**src/hdl/gbn_pkg.sv**
```systemverilog
// Shared types, constants and helpers for the go-back-n sender window core.
`default_nettype none

package gbn_pkg;

  // Width of the sequence, base and count fields on the ports.
  localparam int SEQ_W = 16;
  localparam int WSIZE_W = 7;
  localparam int CMD_W = 2;

  // Defaults handed to the top-level parameters.
  localparam int MAX_WINDOW_DEF = 64;
  localparam int SEQ_BITS_DEF = 16;

  // Event queue depth between front and back (power of two).
  localparam int Q_DEPTH = 2;

  // Configuration register indexes.
  localparam int CFG_IDX_W = 1;
  localparam logic [CFG_IDX_W-1:0] REG_WND_LEN = 1'b0;
  localparam logic [CFG_IDX_W-1:0] REG_XFER_LEN = 1'b1;

  localparam logic [WSIZE_W-1:0] WND_LEN_RST = 7'd4;

  typedef enum logic [CMD_W-1:0] {
    CMD_START   = 2'd0,
    CMD_ACK     = 2'd1,
    CMD_TIMEOUT = 2'd2,
    CMD_NOP     = 2'd3
  } cmd_t;

  // Input word.
  typedef struct packed {
    logic [CMD_W-1:0] cmd;
    logic [SEQ_W-1:0] ack_num;
  } in_t;

  // Output word.
  typedef struct packed {
    logic             send_valid;
    logic [SEQ_W-1:0] send_seq;
    logic [SEQ_W-1:0] window_base;
    logic [SEQ_W-1:0] retransmit_count;
    logic             transfer_done;
    logic             last_result;
  } out_t;

  // Classified event as it travels from front to back.
  typedef struct packed {
    logic             start;
    logic             ack;
    logic             timeout;
    logic [SEQ_W-1:0] ack_num;
  } ev_t;

  // Mask that keeps the low sequence bits of a field.
  function automatic logic [SEQ_W-1:0] seq_mask(input int bits);
    logic [SEQ_W-1:0] m;
    begin
      m = '1;
      if (bits < SEQ_W) begin
        m = SEQ_W'((32'd1 << bits) - 32'd1);
      end
      return m;
    end
  endfunction

endpackage

`default_nettype wire

```
**src/hdl/gbn_front.sv**
```systemverilog
// Front end: accept event words, classify them and queue them for the back end.
`default_nettype none

module gbn_front #(
  parameter int SEQ_BITS = gbn_pkg::SEQ_BITS_DEF
) (
  input  logic          clk,
  input  logic          rst,
  input  logic          evt_valid,
  output logic          evt_stall,
  input  gbn_pkg::in_t  evt,
  output logic          head_valid,
  output gbn_pkg::ev_t  head,
  input  logic          head_pop
);
  import gbn_pkg::*;

  localparam int PTR_W = (Q_DEPTH > 1) ? $clog2(Q_DEPTH) : 1;
  localparam int CNT_W = $clog2(Q_DEPTH + 1);
  localparam logic [SEQ_W-1:0] ACK_MASK = seq_mask(SEQ_BITS);

  ev_t              q [Q_DEPTH];
  logic [PTR_W-1:0] wr_ptr;
  logic [PTR_W-1:0] rd_ptr;
  logic [CNT_W-1:0] count;
  ev_t              cls;
  logic             push;
  logic             pop;

  // Decode the command into event flags, at most one set (none for a nop).
  always_comb begin
    cls = '0;
    cls.ack_num = evt.ack_num & ACK_MASK;
    case (cmd_t'(evt.cmd))
      CMD_START:   cls.start = 1'b1;
      CMD_ACK:     cls.ack = 1'b1;
      CMD_TIMEOUT: cls.timeout = 1'b1;
      default:     cls.start = 1'b0;
    endcase
  end

  assign evt_stall  = (count == CNT_W'(Q_DEPTH));
  assign push       = evt_valid && !evt_stall;
  assign head_valid = (count != '0);
  assign pop        = head_pop && head_valid;
  assign head       = q[rd_ptr];

  always_ff @(posedge clk) begin
    if (push) begin
      q[wr_ptr] <= cls;
    end
  end

  always_ff @(posedge clk) begin
    if (rst) begin
      wr_ptr <= '0;
      rd_ptr <= '0;
      count  <= '0;
    end else begin
      if (push) begin
        wr_ptr <= wr_ptr + PTR_W'(1);
      end
      if (pop) begin
        rd_ptr <= rd_ptr + PTR_W'(1);
      end
      case ({push, pop})
        2'b10:   count <= count + CNT_W'(1);
        2'b01:   count <= count - CNT_W'(1);
        default: count <= count;
      endcase
    end
  end

  a_cnt_bound: assert property (@(posedge clk) disable iff (rst)
    count <= CNT_W'(Q_DEPTH))
    else $error("event queue over capacity");

endmodule

`default_nettype wire

```
**src/hdl/gbn_back.sv**
```systemverilog
// Back end: apply queued events to the window state and emit one word per send, or one status-only word.
`default_nettype none

module gbn_back #(
  parameter int MAX_WINDOW = gbn_pkg::MAX_WINDOW_DEF,
  parameter int SEQ_BITS   = gbn_pkg::SEQ_BITS_DEF
) (
  input  logic                          clk,
  input  logic                          rst,
  input  logic [gbn_pkg::WSIZE_W-1:0]   wnd_len,
  input  logic [gbn_pkg::SEQ_W-1:0]     xfer_len,
  input  logic                          head_valid,
  input  gbn_pkg::ev_t                  head,
  output logic                          head_pop,
  output logic                          res_valid,
  input  logic                          res_stall,
  output gbn_pkg::out_t                 res
);
  import gbn_pkg::*;

  localparam int WIN_W = $clog2(MAX_WINDOW + 1);
  localparam logic [SEQ_W-1:0] TOT_MASK = seq_mask(SEQ_BITS);

  typedef enum logic [1:0] {
    S_IDLE,
    S_LIMIT,
    S_SEND
  } state_t;

  state_t           state;
  logic [SEQ_W-1:0] base;
  logic [SEQ_W-1:0] nxt;
  logic [SEQ_W-1:0] tcount;
  logic [SEQ_W-1:0] limit;
  logic             done;
  logic             has_send;

  logic [SEQ_W-1:0] total;
  logic [WIN_W-1:0] win;
  logic             done_now;
  logic [SEQ_W:0]   ack_inc;
  logic [SEQ_W-1:0] new_base;
  logic [SEQ_W:0]   lim_sum;
  logic [SEQ_W-1:0] limit_next;
  logic [SEQ_W:0]   nxt_inc;
  logic             is_last;
  logic             res_free;
  logic             word_load;

  assign total     = xfer_len & TOT_MASK;
  assign done_now  = (base >= total);
  assign head_pop  = (state == S_IDLE) && head_valid;
  assign res_free  = !res_valid || !res_stall;
  assign word_load = (state == S_SEND) && res_free;

  // Clamp the window into 1..MAX_WINDOW.
  always_comb begin
    if (wnd_len == '0) begin
      win = WIN_W'(1);
    end else if (wnd_len > WSIZE_W'(MAX_WINDOW)) begin
      win = WIN_W'(MAX_WINDOW);
    end else begin
      win = WIN_W'(wnd_len);
    end
  end

  // Cumulative ack slides base to ack+1, saturated at the total.
  always_comb begin
    ack_inc = {1'b0, head.ack_num} + (SEQ_W+1)'(1);
    if (ack_inc > {1'b0, total}) begin
      new_base = total;
    end else begin
      new_base = ack_inc[SEQ_W-1:0];
    end
  end

  always_comb begin
    lim_sum = {1'b0, base} + (SEQ_W+1)'(win);
    if (lim_sum > {1'b0, total}) begin
      limit_next = total;
    end else begin
      limit_next = lim_sum[SEQ_W-1:0];
    end
  end

  assign nxt_inc = {1'b0, nxt} + (SEQ_W+1)'(1);
  assign is_last = (nxt_inc == {1'b0, limit});

  always_ff @(posedge clk) begin
    if (rst) begin
      state     <= S_IDLE;
      base      <= '0;
      nxt       <= '0;
      tcount    <= '0;
      res_valid <= 1'b0;
    end else begin
      // Raise valid on a load, drop it once the word is taken.
      if (word_load) begin
        res_valid <= 1'b1;
      end else if (res_valid && !res_stall) begin
        res_valid <= 1'b0;
      end
      case (state)
        S_IDLE: begin
          if (head_valid) begin
            if (head.start) begin
              base   <= '0;
              nxt    <= '0;
              tcount <= '0;
            end else if (head.ack) begin
              if (!done_now && head.ack_num >= base) begin
                base <= new_base;
                if (nxt < new_base) begin
                  nxt <= new_base;
                end
              end
            end else if (head.timeout) begin
              if (!done_now) begin
                nxt <= base;
                if (tcount != '1) begin
                  tcount <= tcount + SEQ_W'(1);
                end
              end
            end
            state <= S_LIMIT;
          end
        end
        S_LIMIT: begin
          limit    <= limit_next;
          done     <= done_now;
          has_send <= (nxt < limit_next);
          state    <= S_SEND;
        end
        S_SEND: begin
          if (res_free) begin
            res.window_base      <= base;
            res.retransmit_count <= tcount;
            res.transfer_done    <= done;
            if (!has_send) begin
              res.send_valid  <= 1'b0;
              res.send_seq    <= '0;
              res.last_result <= 1'b1;
              state           <= S_IDLE;
            end else begin
              res.send_valid  <= 1'b1;
              res.send_seq    <= nxt;
              res.last_result <= is_last;
              nxt             <= nxt_inc[SEQ_W-1:0];
              if (is_last) begin
                state <= S_IDLE;
              end
            end
          end
        end
        default: state <= S_IDLE;
      endcase
    end
  end

  a_next_above_base: assert property (@(posedge clk) disable iff (rst)
    nxt >= base)
    else $error("next sequence fell below window base");

  a_send_in_window: assert property (@(posedge clk) disable iff (rst)
    (state == S_SEND && has_send) |-> nxt < limit)
    else $error("sending past the window limit");

  a_status_is_last: assert property (@(posedge clk) disable iff (rst)
    (res_valid && !res.send_valid) |-> res.last_result)
    else $error("status-only word not marked last");

  a_send_loads: assert property (@(posedge clk) disable iff (rst)
    (state == S_SEND && res_free && has_send) |=> (res_valid && res.send_valid))
    else $error("send step did not load an output word");

endmodule

`default_nettype wire

```
**src/hdl/go_back_n_sender_window_core.sv**
```systemverilog
// Top level of the go-back-n sender window core: configuration and front/back wiring.
//
// Go-back-n sender window control. Each event word (start, cumulative ack or
// timeout) updates the window base, the next sequence number and a saturating
// retransmission count, and the core then emits one output word per sequence
// number now released for transmission, limited by the window size and the
// transfer total; an event that releases nothing yields one status-only word
// (send_valid low). The final word of each event carries last_result. Events
// enter a two-entry queue, so up to two may be accepted while the back end is
// busy. The back end applies an event in S_IDLE, computes the window limit in
// S_LIMIT, then in S_SEND loads one output word per cycle into the single output
// register while the output is not stalled; an event yields N words, N from 1 to
// the window size (at most MAX_WINDOW). Configuration is a plain write port
// (index 0 window length, index 1 transfer length in packets) and must only be
// written while the core is idle. No clearing pass follows reset.
`default_nettype none

module go_back_n_sender_window_core #(
  parameter int MAX_WINDOW = gbn_pkg::MAX_WINDOW_DEF,
  parameter int SEQ_BITS   = gbn_pkg::SEQ_BITS_DEF
) (
  input  logic                            clk,
  input  logic                            rst,
  input  logic                            evt_valid,
  output logic                            evt_stall,
  input  gbn_pkg::in_t                    evt,
  output logic                            res_valid,
  input  logic                            res_stall,
  output gbn_pkg::out_t                   res,
  input  logic                            cfg_we,
  input  logic [gbn_pkg::CFG_IDX_W-1:0]   cfg_index,
  input  logic [gbn_pkg::SEQ_W-1:0]       cfg_data
);
  import gbn_pkg::*;

  logic [WSIZE_W-1:0] wnd_len;
  logic [SEQ_W-1:0]   xfer_len;
  logic               head_valid;
  ev_t                head;
  logic               head_pop;

  // Configuration registers; hold between writes.
  always_ff @(posedge clk) begin
    if (rst) begin
      wnd_len  <= WND_LEN_RST;
      xfer_len <= '0;
    end else if (cfg_we) begin
      case (cfg_index)
        REG_WND_LEN:  wnd_len <= cfg_data[WSIZE_W-1:0];
        REG_XFER_LEN: xfer_len <= cfg_data;
        default:      wnd_len <= wnd_len;
      endcase
    end
  end

  // Accept and classify events, queue them.
  gbn_front #(
    .SEQ_BITS (SEQ_BITS)
  ) u_front (
    .clk        (clk),
    .rst        (rst),
    .evt_valid  (evt_valid),
    .evt_stall  (evt_stall),
    .evt        (evt),
    .head_valid (head_valid),
    .head       (head),
    .head_pop   (head_pop)
  );

  // Apply events to the window and drive the output words.
  gbn_back #(
    .MAX_WINDOW (MAX_WINDOW),
    .SEQ_BITS   (SEQ_BITS)
  ) u_back (
    .clk        (clk),
    .rst        (rst),
    .wnd_len    (wnd_len),
    .xfer_len   (xfer_len),
    .head_valid (head_valid),
    .head       (head),
    .head_pop   (head_pop),
    .res_valid  (res_valid),
    .res_stall  (res_stall),
    .res        (res)
  );

endmodule

`default_nettype wire
```
**config.mk**
```make
export PLATFORM = sky130hd
export DESIGN_NAME = go_back_n_sender_window_core
export DESIGN_NICKNAME = d
export VERILOG_FILES = /design/src/hdl/gbn_pkg.sv /design/src/hdl/gbn_front.sv /design/src/hdl/gbn_back.sv /design/src/hdl/go_back_n_sender_window_core.sv
export SDC_FILE = /design/constraint.sdc
export NUM_CORES = 1
export LEC_CHECK = 0
export BUFFER_PORTS_ARGS = -buffer_cell sky130_fd_sc_hd__buf_2
export CAP_MARGIN = 20
export CORE_MARGIN = 2
export CORE_UTILIZATION = 54
export CTS_BUF_LIST = sky130_fd_sc_hd__clkbuf_4
export CTS_CLUSTER_SIZE = 28
export DETAILED_ROUTE_END_ITERATION = 12
export MAX_ROUTING_LAYER = met4
export PLACE_DENSITY = 0.76
export SETUP_SLACK_MARGIN = 0.15
export SLEW_MARGIN = 20
export SYNTH_ARGS = -nofsm -noshare
export SYNTH_HDL_FRONTEND = slang
export SYNTH_SLANG_ARGS = --single-unit
export TNS_END_PERCENT = 20
```
**constraint.sdc**
```tcl
create_clock -name clk -period 5.3 [get_ports clk]
set_clock_uncertainty 0.05 [all_clocks]
set_input_delay 0.265 -clock clk [delete_from_list [all_inputs] [get_ports clk]]
set_output_delay 0.265 -clock clk [all_outputs]
set_load 0.1 [all_outputs]
```
# [Word level (Yosys, flattened, before mapping)]
# Memory sizes are Yosys's and may differ from the RTL's. A register that Yosys moved wholly into a read port is not among the register bits.
# Index checks and enable logic that the tools add are counted.
[classes] n_addsub=8 order_cmp=7 eq_ne=19 mux=38 bitwise=2 reduce_logical=30
[op_table] op="16-bit 2-to-1 mux" n=19
[op_table] op="16-bit by 1-bit adder with 17-bit output (second input constant)" n=2
[op_table] op="17-bit by 16-bit > comparator with 1-bit output" n=2
[op_table] op="16-bit >= comparator" n=2
[op_table] op="16-bit < comparator" n=2
[op_table] op="16-bit case mux with 2 select lines" n=1
[op_table] op="16-bit by 7-bit adder with 17-bit output" n=1
[op_table] op="17-bit by 16-bit == test with 1-bit output" n=1
[op_table] op="17-bit 2-to-1 mux" n=1
[op_table] op="16-bit by 1-bit adder with 16-bit output (second input constant)" n=1
[op_table] op="16-bit inequality test (second input constant)" n=1
[op_table] op="4-bit inequality test (second input constant)" n=4
[op_table] op="2-bit nonzero test" n=8
[op_table] op="7-bit 2-to-1 mux" n=2
[op_table] op="1-bit 2-to-1 mux" n=9
[op_table] op="2-bit == test (second input constant)" n=4
[op_table] op="2-bit 2-to-1 mux" n=4
[op_table] op="2-bit by 1-bit inequality test with 1-bit output (second input constant)" n=4
[op_table] op="8-bit AND reduction" n=1
[op_table] op="7-bit > comparator (second input constant)" n=1
[op_table] op="7-bit logical NOT" n=1
[op_table] op="2-bit by 1-bit == test with 1-bit output (second input constant)" n=3
[op_table] op="1-bit logical AND" n=6
[op_table] op="2-bit case mux with 3 select lines" n=1
[op_table] op="14 further kinds" n=23
[word_totals] reg_bits=147 ram_bits=38 input_bits=40 wordCells=124 n_memories=1
[memory_table] name="u_front.q" words=2 word_bits=19 rd=1 rd_clocked_by_memory_dff=1 wr=1 line_no="gbn_front.sv:22" text="ev_t q [Q_DEPTH];"

# [Longest topological paths before layout]
# Gate-level depths: netlist of run 1.
[depth] depth_word=10 ltp_mapped=28 mapped_depth_nobuf=26

# [Cells and area by module]
# A second synthesis of run 1 with hierarchy kept.
[unflattened] hier_cells=1127 area_unflattened_um2=11448.5
[modules_own_cells] module="gbn_back" n_inst=1 cells_per_inst=940 area_each_um2=8856.0 seq_area_each_um2=3093.0
[modules_own_cells] module="gbn_front" n_inst=1 cells_per_inst=88 area_each_um2=1607.8 seq_area_each_um2=1241.2
[modules_own_cells] module="go_back_n_sender_window_core" n_inst=1 cells_per_inst=99 area_each_um2=984.7 seq_area_each_um2=460.4

# [Worst setup path before layout of run 1]
# No wires, ideal clock.
[synth_timing] path_type="flip-flop to flip-flop" from="register with a tool-made name" to="register u_back.nxt[10]" arrival_time_ps=5445 t_required_ps=5158 setup_slack_ps=-287 path_stages_with_launch=28 path_buffers=5 path_cell_list="dfxtp_1 > buf_6 > buf_4 > mux2_2 > ha_1 > nand4_1 > nor2_1 > xor2_1 > ha_1 > a211oi_1 > nor2_1 > a2111o_1 > a2111oi_4 > o21a_1 > buf_6 > buf_2 > mux2_2 > inv_1 > ha_1 > a21oi_1 > o211ai_1 > o211ai_1 > a21oi_1 > nor4_1 > and2_1 > a21boi_2 > buf_2 > o32ai_1"
[synth_lines] element="end signal: assignment" line_no="gbn_back.sv:114" text="nxt <= new_base;"
[synth_lines] element="end signal: assignment" line_no="gbn_back.sv:119" text="nxt <= base;"
[synth_lines] element="end signal: assignment" line_no="gbn_back.sv:148" text="nxt <= nxt_inc[SEQ_W-1:0];"
[synth_lines] element="end: declaration" line_no="gbn_back.sv:32" text="logic [SEQ_W-1:0] nxt;"

==> results of run 1 <==
## cell usage in the layout, fill, tap and decap left out, types with 19 or more instances in the layout
master | synthesis | routed
nand2_1 | 88 | 86
and2_1 | 21 | 19
edfxtp_1 | 107 | 107
nor2_1 | 92 | 87
mux2i_1 | 32 | 30
buf_4 | 1 | 117
nand3_1 | 23 | 23
nand4_1 | 21 | 21
inv_1 | 76 | 72
o21ai_0 | 34 | 29
dlygate4sd3_1 | 0 | 37
buf_2 | 4 | 92
a21oi_1 | 60 | 56
ha_1 | 105 | 101
a21o_1 | 20 | 20
mux2_2 | 29 | 23
xnor2_1 | 45 | 41
dfxtp_1 | 79 | 74
## layer usage
metal	wire length, um	part of all wire
met4	975	0.030
met5	0	0
met2	14900	0.46
met1	13600	0.43
met3	2530	0.079
## layout make-up
type	count	area, um2
tap	270	338
fill	1545	6420
antenna	1	2.50
clock inverter	15	199
clock buffer	17	128
timing repair buffer	254	1840
inverter	77	289
sequential	186	4800
multi-input combinational	806	6220
## state kept, by name, summed over array words and instances (netlist names), named ones only
name	cells
u_back.done	1
u_back.tcount	16
u_back.state	2
u_back.res	51
u_back.limit	16
u_front.wr_ptr	1
u_back.base	16
u_back.has_send	1
u_back.nxt	16
u_back.res_valid	1
u_front.q	38
xfer_len	16
u_front.count	2
u_front.rd_ptr	1
wnd_len	7
## through the flow
stage               setup slack, ns  utilization
floorplan                     0.122            -
global placement             -0.161        0.629
detailed placement           -0.333        0.629
CTS                          0.0737        0.679
global route                 -0.279        0.683
finish                     -0.00629        0.683
## logic make-up after synthesis
family	Yosys count
flip-flops	186
adder cells (fa/ha/maj)	106
buffers and inverters	117
AND/OR/NAND/NOR	346
AO/OA/AOI/OAI	227
multiplexers	64
XOR/XNOR	63
## worst register-to-register path, delay by kind of cell, from the launching register on
family / cells / cell delay, ns
AND/OR/NAND/NOR: 9 / 1.44
buffers and inverters: 8 / 1.21
AO/OA/AOI/OAI: 7 / 0.98
multiplexers: 2 / 0.53
adder cells (fa/ha/maj): 2 / 0.47
flip-flops: 1 / 0.41
XOR/XNOR: 1 / 0.16
## final timing paths
check	startpoint	endpoint	slack, ns	cells past startpoint
max	register	u_back.nxt[9]	-0.006	29
min	rst	u_back.base[13]	0.12	2
max reg2reg	register	u_back.nxt[9]	-0.006	29
min reg2reg	u_back.done	u_back.res[1]	0.41	0
## where the power goes
group	internal, mW	switching [mW]	leakage (nW)
registers	1.70	0.156	1.66
clock network	0.229	0.606	0.167
logic	1.51	1.77	3.92
## repair_timing
| action | in CTS | in global routing |
|---|---|---|
| pin swaps | 28 | 12 |
| setup endpoints to repair | 17 | 17 |
| resized for setup | 33 | 17 |
| endpoints found under the hold margin | 64 | 0 |
| gates cloned | 1 | 1 |
| hold buffers | 37 | 0 |
| buffers inserted | 18 | 3 |
==> results.py, run 1 <==
metrics = {
    "critical_path": {
        "cp_top_family": "simple AND/OR/NAND/NOR gates",
        "crit_top_cell": "buf_4",
        "cp_data_required_time_ns": 5.81,
        "cp-start-kind": "register",
        "cp_slowest_cell": "dfxtp_4",
        "cp-end-kind": "register",
        "critPathMaxStageDelay_ns": 0.41,
        "critPathBufInv": 8,
        "crit_type": "register to register",
        "arrival_ns": 5.82,
        "crit_fanout": 17,
    },
    "synth": {
        "netlist_area_um2": 11200,
        "synth_top_area_cell": "edfxtp_1",
        "syn-num-nets": 1255,
        "synth_top_family_by_area": "simple AND/OR/NAND/NOR gates",
        "ys_seq_elements": 186,
        "synth.top_cell.area_share": 0.288,
        "synth_area_leaders": "edfxtp_1 (29%), dfxtp_1 (14%), ha_1 (12%)",
        "synth_common_cells": "edfxtp_1 (107), ha_1 (105), nor2_1 (92)",
        "yosys.area_share.adder": 0.120,
        "synth-simple-area-share": 0.157,
        "synth-seq-area-share": 0.430,
        "synthArstFlopShare": 0,
        "syn_inst": 1109,
        "synth_compound_area_frac": 0.140,
        "ys_warn_count": 0,
        "synthMuxAreaShare": 0.0620,
        "syn_area_per_cell_um2": 10.1,
        "yosysUniqueCellTypes": 72,
        "synth_edf_count": 107,
        "synth-xor-area-share": 0.0494,
        "ys.flop_type": "edfxtp_1",
        "synth_most_common_cell": "edfxtp_1",
    },
    "clock_network": {
        "clockRootBuffer": "clkbuf_4",
        "cts_made_buffers": 17,
        "clkTransAtPathRegs_ns": 0.19,
        "h-tree-depth": 4,
        "cts_buffer_depth": 2,
        "clk_latency_ns": 0.63,
        "cts.sinks": 186,
        "tritoncts": "yes",
    },
    "final_layout": {
        "layoutNonFillerInstCount": 1626,
        "drive_gt1_frac": 0.258,
        "design_area_um2": 13800,
        "synthToLayoutAreaGrowth_pct": 23.8,
        "fin_nets": 1488,
    },
    "die": {
        "die_w_um": 148,
        "num_rows": 52,
        "die_area_um2": 21800,
        "dieHeight_um": 148,
        "core_um2": 20200,
        "ios": 93,
        "start_util": 0.552,
    },
    "drt": {
        "firstDrtPassIters": 6,
        "via_count": 9637,
        "totalWireLength_um": 32000,
        "wire_per_inst_um": 19.7,
        "ant_nets": 0,
        "route.detailed.drc": 0,
        "drt_first_iter_violations": 917,
        "vias_per_cell": 5.93,
    },
    "global_routing": {
        "use_met1": 0.403,
        "busiest_layer": "met2",
        "grtUsageTotal": 0.306,
        "grt_overflow": 0,
        "grt_max_degree": 41,
        "met2_usage": 0.475,
        "grt_pass1_wl_um": 50000,
        "antenna_found_initial": 1,
        "use_met3": 0.0623,
        "first_global_vias": 9361,
    },
    "timing": {
        "slew_headroom": 0.334,
        "worst_slack_ns": -0.00629,
        "hold_slack_ns": 0.119,
        "drv_slew": 0,
        "fin_crit_sh": 1.00,
        "fmax_mhz": 188,
        "period_minus_slack_ns": 5.31,
        "finalSetupTns_ns": -0.00629,
        "hold_violations": 0,
        "finalSetupViolations": 1,
        "rsz0062_at_grt": "true",
        "worstMarginPinSlew_ns": 0.995,
    },
    "place": {
        "dp_cells": 1533,
        "postPlaceCellArea_um2": 12700,
        "portBuffers": 92,
        "gp_congestion": 1.01,
        "place_hpwl_um": 23400,
    },
    "power_and_ir_drop": {
        "powerDensity_nw_per_um2": 432,
        "peakVddDrop_uv": 233,
        "p_leak_nw": 5.74,
        "power_mw": 5.97,
    },
    "outcome": {
        "violations": "setup timing",
        "status": "finished, violations left",
    },
    "flow_run": {
        "drv_cap": 0,
    },
    "hold_path": {
        "hold_class": "primary input to register",
    },
}
No activity file was read; power rests on OpenSTA's default activity.
==> run 2: changes to the inputs <==
- SETUP_SLACK_MARGIN: 0.15 -> 0.4
==> run 2 against run 1 <==
Compared with the run above: the run still ends with setup timing left; first-iteration DRC count is 0.44% higher; highest routed layer unchanged; final cell count stayed put; largest power group unchanged; sequential share of layout area stayed put; critical path type unchanged; wire length is 0.17% higher; sequential power hardly changed; maximum frequency hardly changed; sequential cell count stayed put; largest cell class unchanged; global-route usage stayed put.
==> results.py, run 2 (synthesis results as in run 1) <==
metrics = {
    "final_layout": {
        "drive_gt1_frac": 0.258,
        "largest_register_ff_count": 51,
        "top_register": "u_back.res",
        "design_area_um2": 13800,
        "fin_nets": 1488,
        "reg.largest.list": "u_back.res: 51 flops, u_front.q: 38 flops",
        "fin_util": 0.683,
        "final_common_cell": "buf_4",
        "most-common-layout-cells": "buf_4 (117), edfxtp_1 (107), ha_1 (101)",
        "synthToLayoutAreaGrowth_pct": 23.8,
    },
    "power_and_ir_drop": {
        "power_mw": 5.97,
        "pwr-share-clk": 0.140,
        "powerDensity_nw_per_um2": 432,
        "p_leak_nw": 5.74,
        "switchingPower_mw": 2.53,
        "p_int_mw": 3.44,
        "p_comb_frac": 0.549,
        "seq_power_share": 0.311,
        "peakVddDrop_uv": 233,
        "p_sw_frac": 0.424,
    },
    "global_routing": {
        "grt_pass1_wl_um": 50000,
        "first_global_vias": 9361,
        "grtUsageTotal": 0.306,
        "grt_max_degree": 41,
        "grt_overflow": 0,
        "antenna_found_initial": 1,
    },
    "timing": {
        "worstMarginPinSlew_ns": 0.939,
        "rsz0062_at_grt": "true",
        "fmax_mhz": 188,
        "drv_slew": 0,
        "finalSetupViolations": 1,
        "finalSetupTns_ns": -0.00772,
        "period_minus_slack_ns": 5.31,
        "slew_headroom": 0.372,
        "fin_crit_sh": 1.00,
        "worst_slack_ns": -0.00772,
        "hold_violations": 0,
    },
    "place": {
        "place_hpwl_um": 23400,
        "dp_slack_ns": -0.333,
        "postPlaceCellArea_um2": 12700,
        "portBuffers": 92,
        "gp_congestion": 1.01,
    },
    "critical_path": {
        "cp_slowest_cell": "dfxtp_4",
        "crit_type": "register to register",
        "critPathMaxStageDelay_ns": 0.41,
        "crit_fanout": 17,
        "cp-start-kind": "register",
        "cp_top_family": "simple AND/OR/NAND/NOR gates",
        "critPathBufInv": 8,
        "cp-end-kind": "register",
        "cp_data_required_time_ns": 5.81,
        "crit_top_cell": "buf_4",
        "arrival_ns": 5.82,
    },
    "hold_path": {
        "hold_class": "primary input to register",
    },
    "clock_network": {
        "cts.sinks": 186,
        "clk_latency_ns": 0.64,
        "cts_made_buffers": 17,
        "clockRootBuffer": "clkbuf_4",
        "tritoncts": "yes",
        "clkTransAtPathRegs_ns": 0.18,
        "h-tree-depth": 4,
        "cts_buffer_depth": 2,
    },
    "die": {
        "num_rows": 52,
        "dieHeight_um": 148,
        "core_um2": 20200,
        "die_w_um": 148,
        "die_area_um2": 21800,
        "start_util": 0.552,
        "ios": 93,
    },
    "drt": {
        "vias_per_cell": 5.90,
        "firstDrtPassIters": 5,
        "ant_nets": 0,
        "totalWireLength_um": 32100,
        "drt_first_iter_violations": 921,
        "route.detailed.drc": 0,
        "via_count": 9594,
        "wire_per_inst_um": 19.7,
    },
    "flow_run": {
        "drv_cap": 0,
    },
    "outcome": {
        "status": "finished, violations left",
        "violations": "setup timing",
    },
}
==> run 2: timing repair <==
item / in CTS / in global routing
setup buffers: 18 / 3
endpoints found under the setup margin: 17 / 17
resized for setup: 33 / 17
endpoints found under the hold margin: 64 / 0
cloned: 1 / 1
hold buffers: 37 / 0
pin swaps: 28 / 12
==> run 2: through the flow <==
stage / cells / hold slack (ns)
6_report: 1626 / 0.114
5_1_grt: 1626 / 0.0975
2_1_floorplan: 1109 / 0.314
3_3_place_gp: 1533 / 0.354
4_1_cts: 1621 / 0.0855
3_5_place_dp: 1533 / 0.370
==> run 2: per-layer routing <==
metal	track usage	part of all wire	up-vias
li1	-	-	4536
met1	0.403	0.42	4559
met2	0.475	0.46	428
met3	0.0623	0.082	71
met4	0.105	0.030	0
met5	-	0	-
==> run 2: cell type report <==
type | count | area [um2]
sequential | 186 | 4800
timing repair buffer | 254 | 1840
clock buffer | 17 | 128
clock inverter | 15 | 199
tap | 270 | 338
fill | 1545 | 6420
multi-input combinational | 806 | 6220
antenna | 1 | 2.50
inverter | 77 | 289
==> run 2: power groups by stage <==
stage               logic, mW  clock network [mW]  registers, mW
finish                   3.28               0.837           1.85
detailed placement       2.82                   0           1.87
global placement         2.77                   0           1.87
global route             3.50               0.902           1.87
floorplan                1.81                   0           1.94
CTS                      3.15               0.842           1.84
==> run 2: final timing paths <==
check	from	end	slack, ns	cells past startpoint
worst max-delay path	register	u_back.nxt[9]	-0.008	29
worst min-delay path	rst	u_back.base[11]	0.11	2
worst max register to register	register	u_back.nxt[9]	-0.008	29
worst min register to register	u_back.done	u_back.res[1]	0.41	0
==> run 2: worst reg2reg max path, delay by kind of cell (launching register included) <==
family | cells | cell delay, ns
simple gates | 9 | 1.44
fa+ha+maj | 2 | 0.47
mux | 2 | 0.53
xor+xnor | 1 | 0.16
buf+inv | 8 | 1.22
flops | 1 | 0.41
compound gates | 7 | 0.99
==> run 3: changes to the inputs <==
- CELL_PAD_IN_SITES_DETAIL_PLACEMENT: unset -> 2
- CELL_PAD_IN_SITES_GLOBAL_PLACEMENT: unset -> 2
- CORE_UTILIZATION: 54 -> 37
- PLACE_DENSITY: 0.76 -> unset
- PLACE_DENSITY_LB_ADDON: unset -> 0.1
==> run 3 against run 2 <==
Compared with the run above: count of clock-buffer cells in the layout did not move; sequential share of layout area decreased by 1.4 points; maximum frequency fell by 3.2%; total power is 7.1% higher; wire length up 27%; non-clock buffer count rose by 25; sequential cell count did not move; via count grew 1.4%; critical path depth down 5; the run still ends with setup timing left; clock power fell by 0.5%; utilization decreased by 20 points; register-to-register slack worse by 0.17 ns.
==> results.py, run 3 (synthesis results as in run 1) <==
metrics = {
    "timing": {
        "hold_slack_ns": 0.173,
        "drv_slew": 0,
        "worst_slack_ns": -0.181,
        "period_minus_slack_ns": 5.48,
        "fmax_mhz": 182,
        "rsz0062_at_grt": "true",
        "finalSetupViolations": 17,
        "slew_headroom": 0.360,
        "hold_violations": 0,
        "worstMarginPinSlew_ns": 0.957,
        "fin_crit_sh": 1.03,
    },
    "global_routing": {
        "first_global_vias": 10600,
        "antenna_found_initial": 1,
        "grt_pass1_wl_um": 62300,
        "grtUsageTotal": 0.272,
        "grt_overflow": 0,
        "grt_max_degree": 38,
    },
    "power_and_ir_drop": {
        "p_sw_frac": 0.436,
        "power_mw": 6.39,
        "powerDensity_nw_per_um2": 444,
        "p_int_mw": 3.60,
        "p_comb_frac": 0.579,
        "peakVddDrop_uv": 205,
        "seq_power_share": 0.291,
        "switchingPower_mw": 2.79,
        "pwr-share-clk": 0.130,
        "p_leak_nw": 5.91,
    },
    "critical_path": {
        "cp-start-kind": "register",
        "crit_type": "register to register",
        "r2r_slack_ns": -0.18,
        "arrival_ns": 6.01,
        "cp-end-kind": "register",
        "reg2reg_depth": 24,
        "rr_endpoint": "u_back.nxt[9]",
        "cp_data_required_time_ns": 5.83,
        "crit_fanout": 7,
    },
    "final_layout": {
        "fin_nets": 1513,
        "design_area_um2": 14400,
        "largest_register_ff_count": 51,
        "reg.largest.list": "u_back.res: 51 flops, u_front.q: 38 flops",
        "drive_gt1_frac": 0.293,
        "fillers": 3140,
        "synthToLayoutAreaGrowth_pct": 28.9,
        "most-common-layout-cells": "buf_4 (135), edfxtp_1 (107), ha_1 (98)",
        "top_register": "u_back.res",
        "final_common_cell": "buf_4",
    },
    "die": {
        "num_rows": 63,
        "ios": 93,
        "die_w_um": 178,
        "die_area_um2": 31600,
        "core_um2": 29600,
        "start_util": 0.377,
        "dieHeight_um": 178,
    },
    "hold_path": {
        "hold_start": "rst",
        "hold_depth": 2,
        "hold_class": "primary input to register",
        "hold_end": "u_back.base[3]",
    },
    "outcome": {
        "status": "finished, violations left",
        "violations": "setup timing",
    },
    "drt": {
        "firstDrtPassIters": 5,
        "wire_per_inst_um": 23.1,
        "drt_first_iter_violations": 622,
        "ant_nets": 0,
        "route.detailed.drc": 0,
        "via_count": 9725,
        "totalWireLength_um": 40900,
        "vias_per_cell": 5.49,
    },
    "clock_network": {
        "clockRootBuffer": "clkbuf_4",
        "cts_buffer_depth": 2,
        "h-tree-depth": 4,
        "clk_latency_ns": 0.65,
        "cts.sinks": 186,
        "tritoncts": "yes",
        "cts_made_buffers": 17,
        "clkTransAtPathRegs_ns": 0.19,
    },
    "place": {
        "portBuffers": 92,
        "gp_congestion": 0.868,
        "place_hpwl_um": 30200,
        "postPlaceCellArea_um2": 13100,
    },
    "flow_run": {
        "drv_cap": 0,
    },
}
run 3: cell types whose count changed in the layout (fill, tap and decap cells not counted), sizes merged:
cell      change
buf          +25
clkinv        -4
inv           +3
clkinvlp      +1
run 3: power by group through the flow:
stage,registers (mW),clock network (mW),logic [mW]
4_1_cts,1.85,0.855,3.55
5_1_grt,1.88,0.911,3.96
6_report,1.86,0.833,3.70
2_1_floorplan,1.94,0,1.81
3_3_place_gp,1.87,0,2.97
3_5_place_dp,1.88,0,3.08
run 3: through the flow:
stage               utilization  instances  setup TNS (ns)  worst slack, ns
finish                    0.485       1771           -1.96           -0.181
global route              0.485       1771           -6.66           -0.440
CTS                       0.479       1763         -0.0206          -0.0206
detailed placement        0.441       1678           -7.29           -0.602
global placement          0.441       1678           -2.10           -0.397
floorplan                     -       1109               0            0.122
run 3: metal layers:
layer | global-route usage | wire [um] | up-vias
met3 | 0.0326 | 1240 | 38
li1 | - | - | 4590
met5 | - | 0 | -
met4 | 0.0645 | 601 | 0
met1 | 0.344 | 18500 | 4926
met2 | 0.463 | 20600 | 171
run 3: timing repair:
| action | 4_1_cts | 5_1_grt |
|---|---|---|
| setup buffers | 14 | 7 |
| endpoints found under the hold margin | 64 | 0 |
| hold buffers | 37 | 0 |
| cloned | 2 | 0 |
| pin swaps | 35 | 33 |
| resized for setup | 71 | 30 |
| endpoints found under the setup margin | 24 | 20 |
run 3: layout make-up:
type | instances | area [um2] | share of cell area
antenna | 1 | 2.50 | 0.000174
clock buffer | 17 | 128 | 0.00887
clock inverter | 15 | 155 | 0.0108
inverter | 77 | 292 | 0.0203
multi-input combinational | 806 | 6430 | 0.447
sequential | 186 | 4800 | 0.334
tap | 390 | 488 | 0.0339
timing repair buffer | 279 | 2090 | 0.145
run 3: critical path: stages, from the launching register on:
cell and delay (ns):
dfxtp_4 0.42, mux2i_4 0.20, inv_2 0.10, ha_4 0.16, nand3_2 0.12, xnor2_1 0.33
ha_1 0.36, a21oi_1 0.16, o21ai_0 0.12, a2111o_1 0.48, a2111oi_4 0.38, o21a_2 0.25
buf_12 0.13, buf_4 0.10, mux2_2 0.37, inv_1 0.07, ha_1 0.15, nand4_1 0.17
buf_4 0.19, nor2_1 0.11, o21a_1 0.19, nand3_4 0.13, a21boi_4 0.27, clkbuf_16 0.21
mux2i_1 0.19
run 3: worst max path at each step:
stage,startpoint,end,cells past startpoint
finish,register,u_back.nxt[9],24
detailed placement,wnd_len[1],u_back.has_send,25
floorplan,register,u_back.nxt[10],26
global placement,wnd_len[1],u_back.has_send,25
CTS,wnd_len[1],u_back.has_send,26
global route,register,u_back.nxt[9],25
